**src/sv/ils_pkg.sv**
```systemverilog
// ----------------------------------------------------------------------------
// ils_pkg
// Shared constants, codes and types of the indexed list store.
// ----------------------------------------------------------------------------
package ils_pkg;

	localparam int CAPACITY = 16;
	localparam int VAL_W    = 32;
	localparam int CMD_W    = 3;
	localparam int POS_W    = 5;
	localparam int ST_W     = 2;
	localparam int CNT_W    = $clog2(CAPACITY + 1);
	// wide enough for a position and for the count
	localparam int IDX_W    = (CNT_W > POS_W) ? CNT_W : POS_W;

	// commands
	localparam logic [CMD_W-1:0] CMD_ADD_FRONT = 3'd0;
	localparam logic [CMD_W-1:0] CMD_ADD_BACK  = 3'd1;
	localparam logic [CMD_W-1:0] CMD_INSERT_AT = 3'd2;
	localparam logic [CMD_W-1:0] CMD_REM_FRONT = 3'd3;
	localparam logic [CMD_W-1:0] CMD_REM_BACK  = 3'd4;
	localparam logic [CMD_W-1:0] CMD_REM_AT    = 3'd5;
	localparam logic [CMD_W-1:0] CMD_READ_AT   = 3'd6;
	localparam logic [CMD_W-1:0] CMD_COUNT     = 3'd7;

	// status codes
	localparam logic [ST_W-1:0] ST_OK    = 2'd0;
	localparam logic [ST_W-1:0] ST_RANGE = 2'd1;
	localparam logic [ST_W-1:0] ST_EMPTY = 2'd2;
	localparam logic [ST_W-1:0] ST_FULL  = 2'd3;

	localparam logic [VAL_W-1:0] VAL_FLAG = {VAL_W{1'b1}};

	// broadcast control to the cell row
	typedef struct packed {
		logic ins;   // open a gap at the hit cell, shift later cells up
		logic del;   // close the gap at the hit cell, shift later cells down
	} cell_ctl_t;

endpackage

```
**src/sv/ils_cell.sv**
```systemverilog
// ----------------------------------------------------------------------------
// ils_cell
// One storage cell of the list row: holds one entry and takes its left or
// right neighbor's entry when the row shifts, or the new item at an insert.
// ----------------------------------------------------------------------------
module ils_cell (
	input  logic                      clk,
	input  ils_pkg::cell_ctl_t        ctl,
	input  logic                      hit,
	input  logic                      past_in,
	output logic                      past_out,
	input  logic [ils_pkg::VAL_W-1:0] left_val,
	input  logic [ils_pkg::VAL_W-1:0] right_val,
	input  logic [ils_pkg::VAL_W-1:0] item_value,
	output logic [ils_pkg::VAL_W-1:0] entry
);
	import ils_pkg::*;

	logic [VAL_W-1:0] entry_q;

	// pass on "target lies left of here" to the next cell
	assign past_out = past_in | hit;

	// shift up past the gap, fill the gap, or shift down from the target on
	always_ff @(posedge clk) begin
		if (ctl.ins) begin
			if (past_in) begin
				entry_q <= left_val;
			end else if (hit) begin
				entry_q <= item_value;
			end
		end else if (ctl.del) begin
			if (past_in || hit) begin
				entry_q <= right_val;
			end
		end
	end

	assign entry = entry_q;

endmodule

```
**src/sv/indexed_list_store_unit.sv**
```systemverilog
// Latency: a command accepted at one edge gives its result, marked by done,
// in the next cycle; one command per cycle sustained while busy is low.
// The rate is set by the row of cells, which shifts all entries at once.
// busy is high in reset and in the first cycle after reset release.
// Reset clears the count and control; entries are left as they are.
// ----------------------------------------------------------------------------
// indexed_list_store_unit
// Ordered store of up to CAPACITY signed words with insert, remove, read and
// count commands, built as a row of shifting cells.
// ----------------------------------------------------------------------------
module indexed_list_store_unit (
	input  logic                      clk,
	input  logic                      arst_n,
	input  logic                      start,
	output logic                      busy,
	input  logic [ils_pkg::CMD_W-1:0] command,
	input  logic [ils_pkg::POS_W-1:0] position,
	input  logic signed [ils_pkg::VAL_W-1:0] item_value,
	output logic                      done,
	output logic signed [ils_pkg::VAL_W-1:0] read_value,
	output logic [ils_pkg::CNT_W-1:0] entry_count,
	output logic [ils_pkg::ST_W-1:0]  status
);
	import ils_pkg::*;

	logic                 busy_q;
	logic                 done_q;
	logic [VAL_W-1:0]     read_value_q;
	logic [CNT_W-1:0]     count_q;
	logic [ST_W-1:0]      status_q;

	logic                 accept;
	logic [IDX_W-1:0]     cnt_w;
	logic [IDX_W-1:0]     at_w;
	logic [ST_W-1:0]      st_c;
	logic [VAL_W-1:0]     val_c;
	logic [CNT_W-1:0]     count_nxt;
	logic                 do_ins;
	logic                 do_del;
	logic [VAL_W-1:0]     sel_val;
	cell_ctl_t            ctl;

	logic [CAPACITY-1:0]  hit;
	logic [CAPACITY:0]    past;
	logic [VAL_W-1:0]     cell_val [CAPACITY];

	assign accept = start & ~busy_q;
	assign cnt_w  = IDX_W'(count_q);

	// pick the target position of the command
	always_comb begin
		unique case (command)
			CMD_ADD_FRONT, CMD_REM_FRONT: at_w = '0;
			CMD_ADD_BACK:                 at_w = cnt_w;
			CMD_REM_BACK:                 at_w = cnt_w - IDX_W'(1);
			default:                      at_w = IDX_W'(position);
		endcase
	end

	// one-hot target select and the read-out of the target entry
	always_comb begin
		sel_val = '0;
		for (int i = 0; i < CAPACITY; i++) begin
			hit[i]  = (at_w == IDX_W'(i));
			sel_val = sel_val | (cell_val[i] & {VAL_W{hit[i]}});
		end
	end

	// decide status, result value and row operation
	always_comb begin
		st_c   = ST_OK;
		val_c  = '0;
		do_ins = 1'b0;
		do_del = 1'b0;
		unique case (command)
			CMD_ADD_FRONT, CMD_ADD_BACK, CMD_INSERT_AT: begin
				if (at_w > cnt_w) begin
					st_c = ST_RANGE;
				end else if (count_q >= CNT_W'(CAPACITY)) begin
					st_c = ST_FULL;
				end else begin
					do_ins = 1'b1;
				end
			end
			CMD_REM_FRONT, CMD_REM_BACK, CMD_REM_AT: begin
				if (count_q == '0) begin
					st_c = ST_EMPTY;
				end else if (at_w >= cnt_w) begin
					st_c = ST_RANGE;
				end else begin
					do_del = 1'b1;
					val_c  = sel_val;
				end
			end
			CMD_READ_AT: begin
				if (at_w >= cnt_w) begin
					st_c = ST_RANGE;
				end else begin
					val_c = sel_val;
				end
			end
			default: begin
			end
		endcase
		if (st_c != ST_OK) begin
			val_c = VAL_FLAG;
		end
	end

	assign ctl.ins = accept & do_ins;
	assign ctl.del = accept & do_del;

	always_comb begin
		count_nxt = count_q;
		if (do_ins) begin
			count_nxt = count_q + CNT_W'(1);
		end else if (do_del) begin
			count_nxt = count_q - CNT_W'(1);
		end
	end

	// row of cells, each linked to its neighbors
	assign past[0] = 1'b0;
	for (genvar g = 0; g < CAPACITY; g++) begin : g_cell
		logic [VAL_W-1:0] lv;
		logic [VAL_W-1:0] rv;
		if (g == 0) begin : g_first
			assign lv = '0;
		end else begin : g_mid_l
			assign lv = cell_val[g-1];
		end
		if (g == CAPACITY - 1) begin : g_last
			assign rv = cell_val[g];
		end else begin : g_mid_r
			assign rv = cell_val[g+1];
		end
		ils_cell u_cell (
			.clk        (clk),
			.ctl        (ctl),
			.hit        (hit[g]),
			.past_in    (past[g]),
			.past_out   (past[g+1]),
			.left_val   (lv),
			.right_val  (rv),
			.item_value (item_value),
			.entry      (cell_val[g])
		);
	end

	// control registers: hold busy for one cycle out of reset, advance count
	always_ff @(posedge clk or negedge arst_n) begin
		if (!arst_n) begin
			busy_q  <= 1'b1;
			done_q  <= 1'b0;
			count_q <= '0;
		end else begin
			busy_q <= 1'b0;
			done_q <= accept;
			if (accept) begin
				count_q <= count_nxt;
			end
		end
	end

	// result beat registers
	always_ff @(posedge clk) begin
		if (accept) begin
			read_value_q <= val_c;
			status_q     <= st_c;
		end
	end

	assign busy        = busy_q;
	assign done        = done_q;
	assign read_value  = read_value_q;
	assign entry_count = count_q;
	assign status      = status_q;

endmodule

```
**config.mk**
```make
export PLATFORM = sky130hd
export DESIGN_NAME = indexed_list_store_unit
export DESIGN_NICKNAME = d
export VERILOG_FILES = /design/src/sv/ils_pkg.sv /design/src/sv/ils_cell.sv /design/src/sv/indexed_list_store_unit.sv
export SDC_FILE = /design/constraint.sdc
export NUM_CORES = 1
export LEC_CHECK = 0
export BUFFER_PORTS_ARGS = -buffer_cell sky130_fd_sc_hd__buf_2
export CAP_MARGIN = 20
export CORE_UTILIZATION = 60
export DETAILED_ROUTE_END_ITERATION = 8
export PLACE_DENSITY = 0.76
export SYNTH_ARGS = -nofsm -noshare
export SYNTH_HDL_FRONTEND = slang
export SYNTH_HIERARCHICAL = 1
export SYNTH_SLANG_ARGS = --single-unit
```
**constraint.sdc**
```tcl
create_clock -name clk -period 24.3 [get_ports clk]
set_input_delay 4.86 -clock clk [delete_from_list [all_inputs] [get_ports clk]]
set_output_delay 4.86 -clock clk [all_outputs]
set_load 0.02 [all_outputs]
```
# [Yosys cells after proc, flatten, opt, wreduce, memory -nomap -nowiden]
# Cells that the tools add are included.
[word_totals] reg_bits=553 inputBits=43 elab_cells=258
[op_classes] n_addsub=2 magnitude_cmp=3 eq_ne=35 n_mux=93 n_bitwise=49 reduce_logical=55
[op_table] cell="$mux 32" n=78
[op_table] cell="$and 32x32->32" n=16
[op_table] cell="$or 32x32->32" n=15
[op_table] cell="$pmux 32 s2" n=1
[op_table] cell="$ne 3x1->1 const B" n=14
[op_table] cell="$reduce_and 3->1" n=14
[op_table] cell="$eq 5x4->1 const B" n=8
[op_table] cell="$reduce_bool 2->1" n=18
[op_table] cell="$eq 5x3->1 const B" n=4
[op_table] cell="$pmux 5 s3" n=1
[op_table] cell="$logic_or 1x1->1" n=14
[op_table] cell="$or 1x1->1" n=14
[op_table] cell="$eq 5x2->1 const B" n=2
[op_table] cell="$logic_not 5->1" n=2
[op_table] cell="$mux 5" n=2
[op_table] cell="$eq 3x3->1 const B" n=3
[op_table] cell="$mux 1" n=7
[op_table] cell="$eq 3x2->1 const B" n=2
[op_table] cell="$mux 2" n=3
[op_table] cell="$pmux 2 s3" n=1
[op_table] cell="$reduce_and 2->1" n=3
[op_table] cell="$reduce_or 3->1" n=2
[op_table] cell="$add 5x1->5 const B" n=1
[op_table] cell="$eq 5x1->1 const B" n=1
[op_table] cell="9 further kinds" n=11

# [Longest topological paths before layout]
[logic_depth] ltp_word=23 depth_mapped=43 depth_no_buf=24

# [Hierarchy]
# The synthesis kept the hierarchy.
[by_module_without_submodules] module="ils_cell" n_inst=16 cells_each=141 area_per_inst_um2=1680.4 seq_area_each_um2=960.9
[by_module_without_submodules] module="indexed_list_store_unit" n_inst=1 cells_each=844 area_per_inst_um2=6481.2 seq_area_each_um2=1197.4

# [Worst setup path after synthesis]
# OpenSTA, ideal clock, no wires.
[synth_path] path_type="input-to-reg" from="in command[1] in the netlist's numbering" to="reg g_cell[15].u_cell.entry_q[0], enable pin" setup_ps=411 arrival_ps=13786 required_ps=23889 setup_slack_ps=10103 path_stages=40 path_buffers=19 cell_sequence="buf_4 > buf_2 > nor2b_1 > a221o_1 > nand2_1 > clkbuf_1 > clkbuf_1 > and3_1 > or2_2 > buf_6 > or2_2 > buf_6 > or2_2 > buf_6 > or2_2 > buf_6 > or2_2 > buf_6 > [... 4 more ...] > or2_2 > buf_6 > or2_2 > buf_6 > or2_2 > buf_6 > or2_2 > buf_6 > or2_2 > buf_6 > or2_2 > buf_6 > or2_2 > buf_6 > or2_2 > buf_6 > or2_2 > o21a_1"
[synth_via] elab_chain_len=20 elab_cells_between_ends=44 classes_between="1 x order compare; 19 x eq/ne; 3 x mux; 15 x bitwise; 6 x reduce/logical"
[synth_lines] item="start, declared" line_no="indexed_list_store_unit.sv:16" source="input logic [ils_pkg::CMD_W-1:0] command,"
[synth_lines] item="$eq 3x2->1 or $logic_not 3->1 (tied branches)" line_no="indexed_list_store_unit.sv:52" source="unique case (command)"
[synth_lines] item="$reduce_or 2->1" line_no="indexed_list_store_unit.sv:52"
[synth_lines] item="$pmux 5 s3 *" line_no="indexed_list_store_unit.sv:52"
[synth_lines] item="$logic_not 5->1 *" line_no="indexed_list_store_unit.sv:64" source="hit[i] = (at_w == IDX_W'(i));"
[synth_lines] item="net hit[0]" line_no="indexed_list_store_unit.sv:43" source="logic [CAPACITY-1:0] hit;"
[synth_lines] item="$or 1x1->1 *" line_no="ils_cell.sv:22" source="assign past_out = past_in | hit;"
[synth_lines] item="net past[2]" line_no="indexed_list_store_unit.sv:44" source="logic [CAPACITY:0] past;"
[synth_lines] item="$or 1x1->1 *" line_no="ils_cell.sv:22"
[synth_lines] item="net past[3]" line_no="indexed_list_store_unit.sv:44"
[synth_lines] item="[... 1 more ...]"
[synth_lines] item="net past[4]" line_no="indexed_list_store_unit.sv:44"
[synth_lines] item="[... 1 more ...]"
[synth_lines] item="net past[5]" line_no="indexed_list_store_unit.sv:44"
[synth_lines] item="[... 1 more ...]"
[synth_lines] item="net past[6]" line_no="indexed_list_store_unit.sv:44"
[synth_lines] item="[... 1 more ...]"
[synth_lines] item="net past[7]" line_no="indexed_list_store_unit.sv:44"
[synth_lines] item="[... 1 more ...]"
[synth_lines] item="net past[8]" line_no="indexed_list_store_unit.sv:44"
[synth_lines] item="[... 1 more ...]"
[synth_lines] item="net past[9]" line_no="indexed_list_store_unit.sv:44"
[synth_lines] item="[... 1 more ...]"
[synth_lines] item="net past[10]" line_no="indexed_list_store_unit.sv:44"
[synth_lines] item="[... 1 more ...]"
[synth_lines] item="net past[11]" line_no="indexed_list_store_unit.sv:44"
[synth_lines] item="[... 1 more ...]"
[synth_lines] item="net past[12]" line_no="indexed_list_store_unit.sv:44"
[synth_lines] item="$or 1x1->1 *" line_no="ils_cell.sv:22"
[synth_lines] item="net past[13]" line_no="indexed_list_store_unit.sv:44"
[synth_lines] item="$or 1x1->1 *" line_no="ils_cell.sv:22"
[synth_lines] item="net past[14]" line_no="indexed_list_store_unit.sv:44"
[synth_lines] item="$or 1x1->1 *" line_no="ils_cell.sv:22"
[synth_lines] item="net past[15]" line_no="indexed_list_store_unit.sv:44"
[synth_lines] item="$reduce_bool 2->1 (no source line) *"
[synth_lines] item="$reduce_and 2->1 (no source line) *"
[synth_lines] item="end signal, assigned" line_no="ils_cell.sv:28" source="entry_q <= left_val;"
[synth_lines] item="end signal, assigned" line_no="ils_cell.sv:30" source="entry_q <= item_value;"
[synth_lines] item="end signal, assigned" line_no="ils_cell.sv:34" source="entry_q <= right_val;"
[synth_lines] item="end, declared" line_no="ils_cell.sv:19" source="logic [VAL_W-1:0] entry_q;"
# The timed path passes the listed nets; every way through them passes the cells marked *.
# A chain may end at the register's enable or synchronous reset.

==> key figures <==
Run status
  – Status: complete, no violations

Yosys
  – Synthesis-stage register bit count: 553
  – Synth area leader: edfxtp_1
  – EDFF count, synth: about 550
  – Mapped Cells: between 3000 and 4000
  – Synth Area per Inst: 10.8 um^2
  – Synthesized cell area: approximately 0.033 mm^2
  – Asr flop ratio synth: ~1.3%
  – Netlist cell types: 71
  – Sequential-to-total area share from yosys stat: approximately 50%
  – Synth Warn #: 6
  – Ys flop type: edfxtp_1
  – Yosys top cell area share: slightly below 50%
  – Synth area leaders: edfxtp_1 (49%), mux2i_1 (16%), a21oi_1 (8.7%), nor2_1 (6.0%), buf_12 (2.9%)

GRT
  – Grt ovf: 0
  – Initial antenna violation count: 10
  – First-pass GRT wire length: ~160 mm
  – Number of global-route vias before repair: 25100
  – Largest net degree at the start of global routing: around 270
  – GRT Resource Usage Total: a little under two fifths

Hold path
  – Worst Hold Launch: g_cell[4].u_cell/entry[3]$_DFFE_PP_
  – Hold Path End: g_cell[3].u_cell/entry[3]$_DFFE_PP_
  – Hold Path Class: reg -> reg
  – Hold Path Stages: 2

Route
  – # DRC: 0
  – Drt first pass iters: 7
  – Mean routed wirelength per cell: roughly 28 um
  – DRT antenna net count: 0
  – Via density: 6.94
  – Starting DRC count in detailed routing: between 4000 and 5000
  – Via count: 26800
  – Final WL: between 100 and 150 mm

STA
  – Layout Skew: 0.0285 ns
  – Max Clk Rate: 0.0742 GHz
  – Final Hold Vio Count: 0
  – Sum Neg Setup Slack: 0 ns
  – # setup viols final: 0
  – Slew @ Worst Pin: roughly 1.2 ns
  – Minimum clock period: ~13 ns
  – Slew HR: between 15 and 20%
  – RSZ-0062 raised after global routing: false
  – Count of final max-slew check failures: 0
  – Period Utilization, post-route: around 55%

Power and ir drop
  – Flop pwr share: ~39%
  – Switching share of power: between 30% and 40%
  – Clock Power Share: ~28%
  – Pwr dens: 95.4 mW/mm^2
  – Sw Pwr: between 1 and 1.5 mW
  – P_leak: between 10 and 15 nW
  – Peak supply drop: 0.0000818 V
  – Combinational fraction of design power: between 30% and 40%
  – Pint: 2.11 mW

CTS
  – Post-CTS sizing: 0
  – CTS H-Tree Depth: 2
  – Clk_lat worst skew: between 0.6 and 0.7 ns
  – Clock Sinks: 553
  – TritonCTS Buffers: 58
  – Post CTS Setup Buffer Count: 0
  – # hold bufs at CTS: 0
  – CTS tree: yes
  – Reg clk slew, reported paths: 0.06 ns
  – CTS Root Buffer Type: clkbuf_16
  – Longest Clk Path Bufs: 3

Setup path
  – Reg2reg end: g_cell[3].u_cell/entry[1]$_DFFE_PP_
  – Critical path endpoint category: flop
  – Crit path kind: in -> reg
  – CP Max Fanout: ~270
  – Reg2reg path depth: 18
  – Crit path DAT: 13.79 ns
  – Req. time, crit path: ~25 ns
  – CP startpoint kind: input port
  – Reg2reg start: entry_count[0]$_DFFE_PN0P_
  – Setup crit start: command[1]
  – Reg2Reg Setup Slack: approximately 14 ns

Finish
  – Most frequent cells in the layout: a21oi_1 (578), edfxtp_1 (546), mux2i_1 (545), nor2_1 (526), nand2_1 (184)
  – Area delta synth->final: 5.43%
  – Layout fillers: 4281
  – Fin nets: between 3000 and 4000
  – Commonest non-fill, non-tap cell in the layout: a21oi_1
  – Layout cells sized above 1: about a tenth
  – Fin area: approximately 0.035 mm^2

Placement
  – Final HPWL from detailed placement: 59.4 mm
  – GP Congestion: around 0.9
  – # port buffers: a little over 80
  – DP Area: 0.0332 mm^2

Floorplan
  – # rows: between 80 and 90
  – Die Y: between 200 and 250 um
  – Core footprint: between 0.05 and 0.06 mm^2
  – Top Ports: between 80 and 90
  – Initial Utilization: between 60% and 70%
  – Full die area: 0.0566 mm^2
  – Die X: approximately 240 um

Run
  – Max-Cap Viols: 0
-- per-stage QoR --
stage / hold slack [ns] / cells / total power [mW] / utilization (%) / setup slack (ns)
after floorplan: 0.579 / 3133 / 2.09 / - / 10.10
after global placement: 0.604 / 3739 / 2.35 / 60.2 / 10.93
after detailed placement: 0.616 / 3741 / 2.38 / 60.3 / 10.64
after CTS: 0.633 / 3851 / 3.30 / 63.9 / 11.28
after global routing: 0.653 / 3855 / 3.43 / 64.0 / 10.41
final: 0.626 / 3858 / 3.36 / 64.0 / 10.83
-- synth_stat cells, types with 20 or more instances --
cell and count:
buf_12 48, nor2_1 529, buf_2 133, buf_6 24, nand2_1 186, edfxtp_1 546, a2111oi_2 20, o2bb2ai_1 32
clkbuf_1 57, a22o_1 92, a21oi_1 578, mux2i_1 545, a221oi_1 36, nand3_1 67, a41oi_1 31
-- final cells by class --
| cell class | instances | area (um^2) | area share (%) |
|---|---|---|---|
| Sequential cell | 553 | 16600 | 47.1 |
| Multi-Input combinational cell | 2294 | 14800 | 42.0 |
| Clock buffer | 74 | 1700 | 4.83 |
| Tap cell | 748 | 936 | 2.66 |
| Timing Repair Buffer | 136 | 871 | 2.48 |
| Clock inverter | 36 | 275 | 0.782 |
| Inverter | 11 | 47.5 | 0.135 |
| Antenna cell | 6 | 15.0 | 0.0427 |
-- worst max-delay path, stage by stage --
cell and delay, ns:
buf_2 0.28, nor2b_1 0.17, a221o_1 0.33, nand2_2 0.08
buf_4 0.62, clkinv_2 0.71, ha_1 0.56, o21ai_0 0.18
a21oi_1 0.07, o31a_1 0.30, nor4b_2 0.63, and2_4 0.94
buf_4 0.90, buf_12 0.76, buf_4 0.93, buf_4 0.89
a21oi_1 0.20
-- per-layer routing --
layer  GRT usage (%)  share of wire, %  up-vias
li1                -                 -    11500
met1            50.8                37    12700
met2            55.4                43     2161
met3            11.5                15      434
met4            17.3               5.2        6
met5               0             0.040        -
-- state kept, by name, indices dropped and copies added, names as in the netlist --
name	flops
busy	1
done	1
entry_count	5
g_cell.u_cell/entry	512
read_value	32
status	2
-- cells by family (layout without fill, tap and decap cells) --
group,after synthesis,in the layout,share of synthesized area (%)
xor+xnor,5,5,0.131
mux,550,550,16.5
buf+inv,286,257,6.74
flops,553,553,49.7
simple gates,852,852,10.6
compound gates,845,845,16.0
fa+ha+maj,8,8,0.300
other cells,1,40,0.0112
-- power by group through the flow --
stage | clock network, mW | logic [mW] | registers, mW
floorplan | 0 | 0.768 | 1.32
global placement | 0 | 1.02 | 1.33
detailed placement | 0 | 1.05 | 1.33
CTS | 0.932 | 1.05 | 1.32
global route | 0.968 | 1.14 | 1.33
finish | 0.930 | 1.11 | 1.32
-- how the worst max path moves through the flow --
stage | slack [ns] | cells past startpoint | endpoint
6_report | 10.83 | 17 | g_cell[3].u_cell/entry[1]$_DFFE_PP_
5_1_grt | 10.41 | 18 | g_cell[5].u_cell/entry[12]$_DFFE_PP_
4_1_cts | 11.28 | 17 | g_cell[3].u_cell/entry[1]$_DFFE_PP_
3_5_place_dp | 10.64 | 17 | g_cell[3].u_cell/entry[1]$_DFFE_PP_
3_3_place_gp | 10.93 | 17 | g_cell[11].u_cell/entry[15]$_DFFE_PP_
2_1_floorplan | 10.10 | 40 | g_cell[15].u_cell/entry[0]$_DFFE_PP_
(Power assumes the default switching activity.)
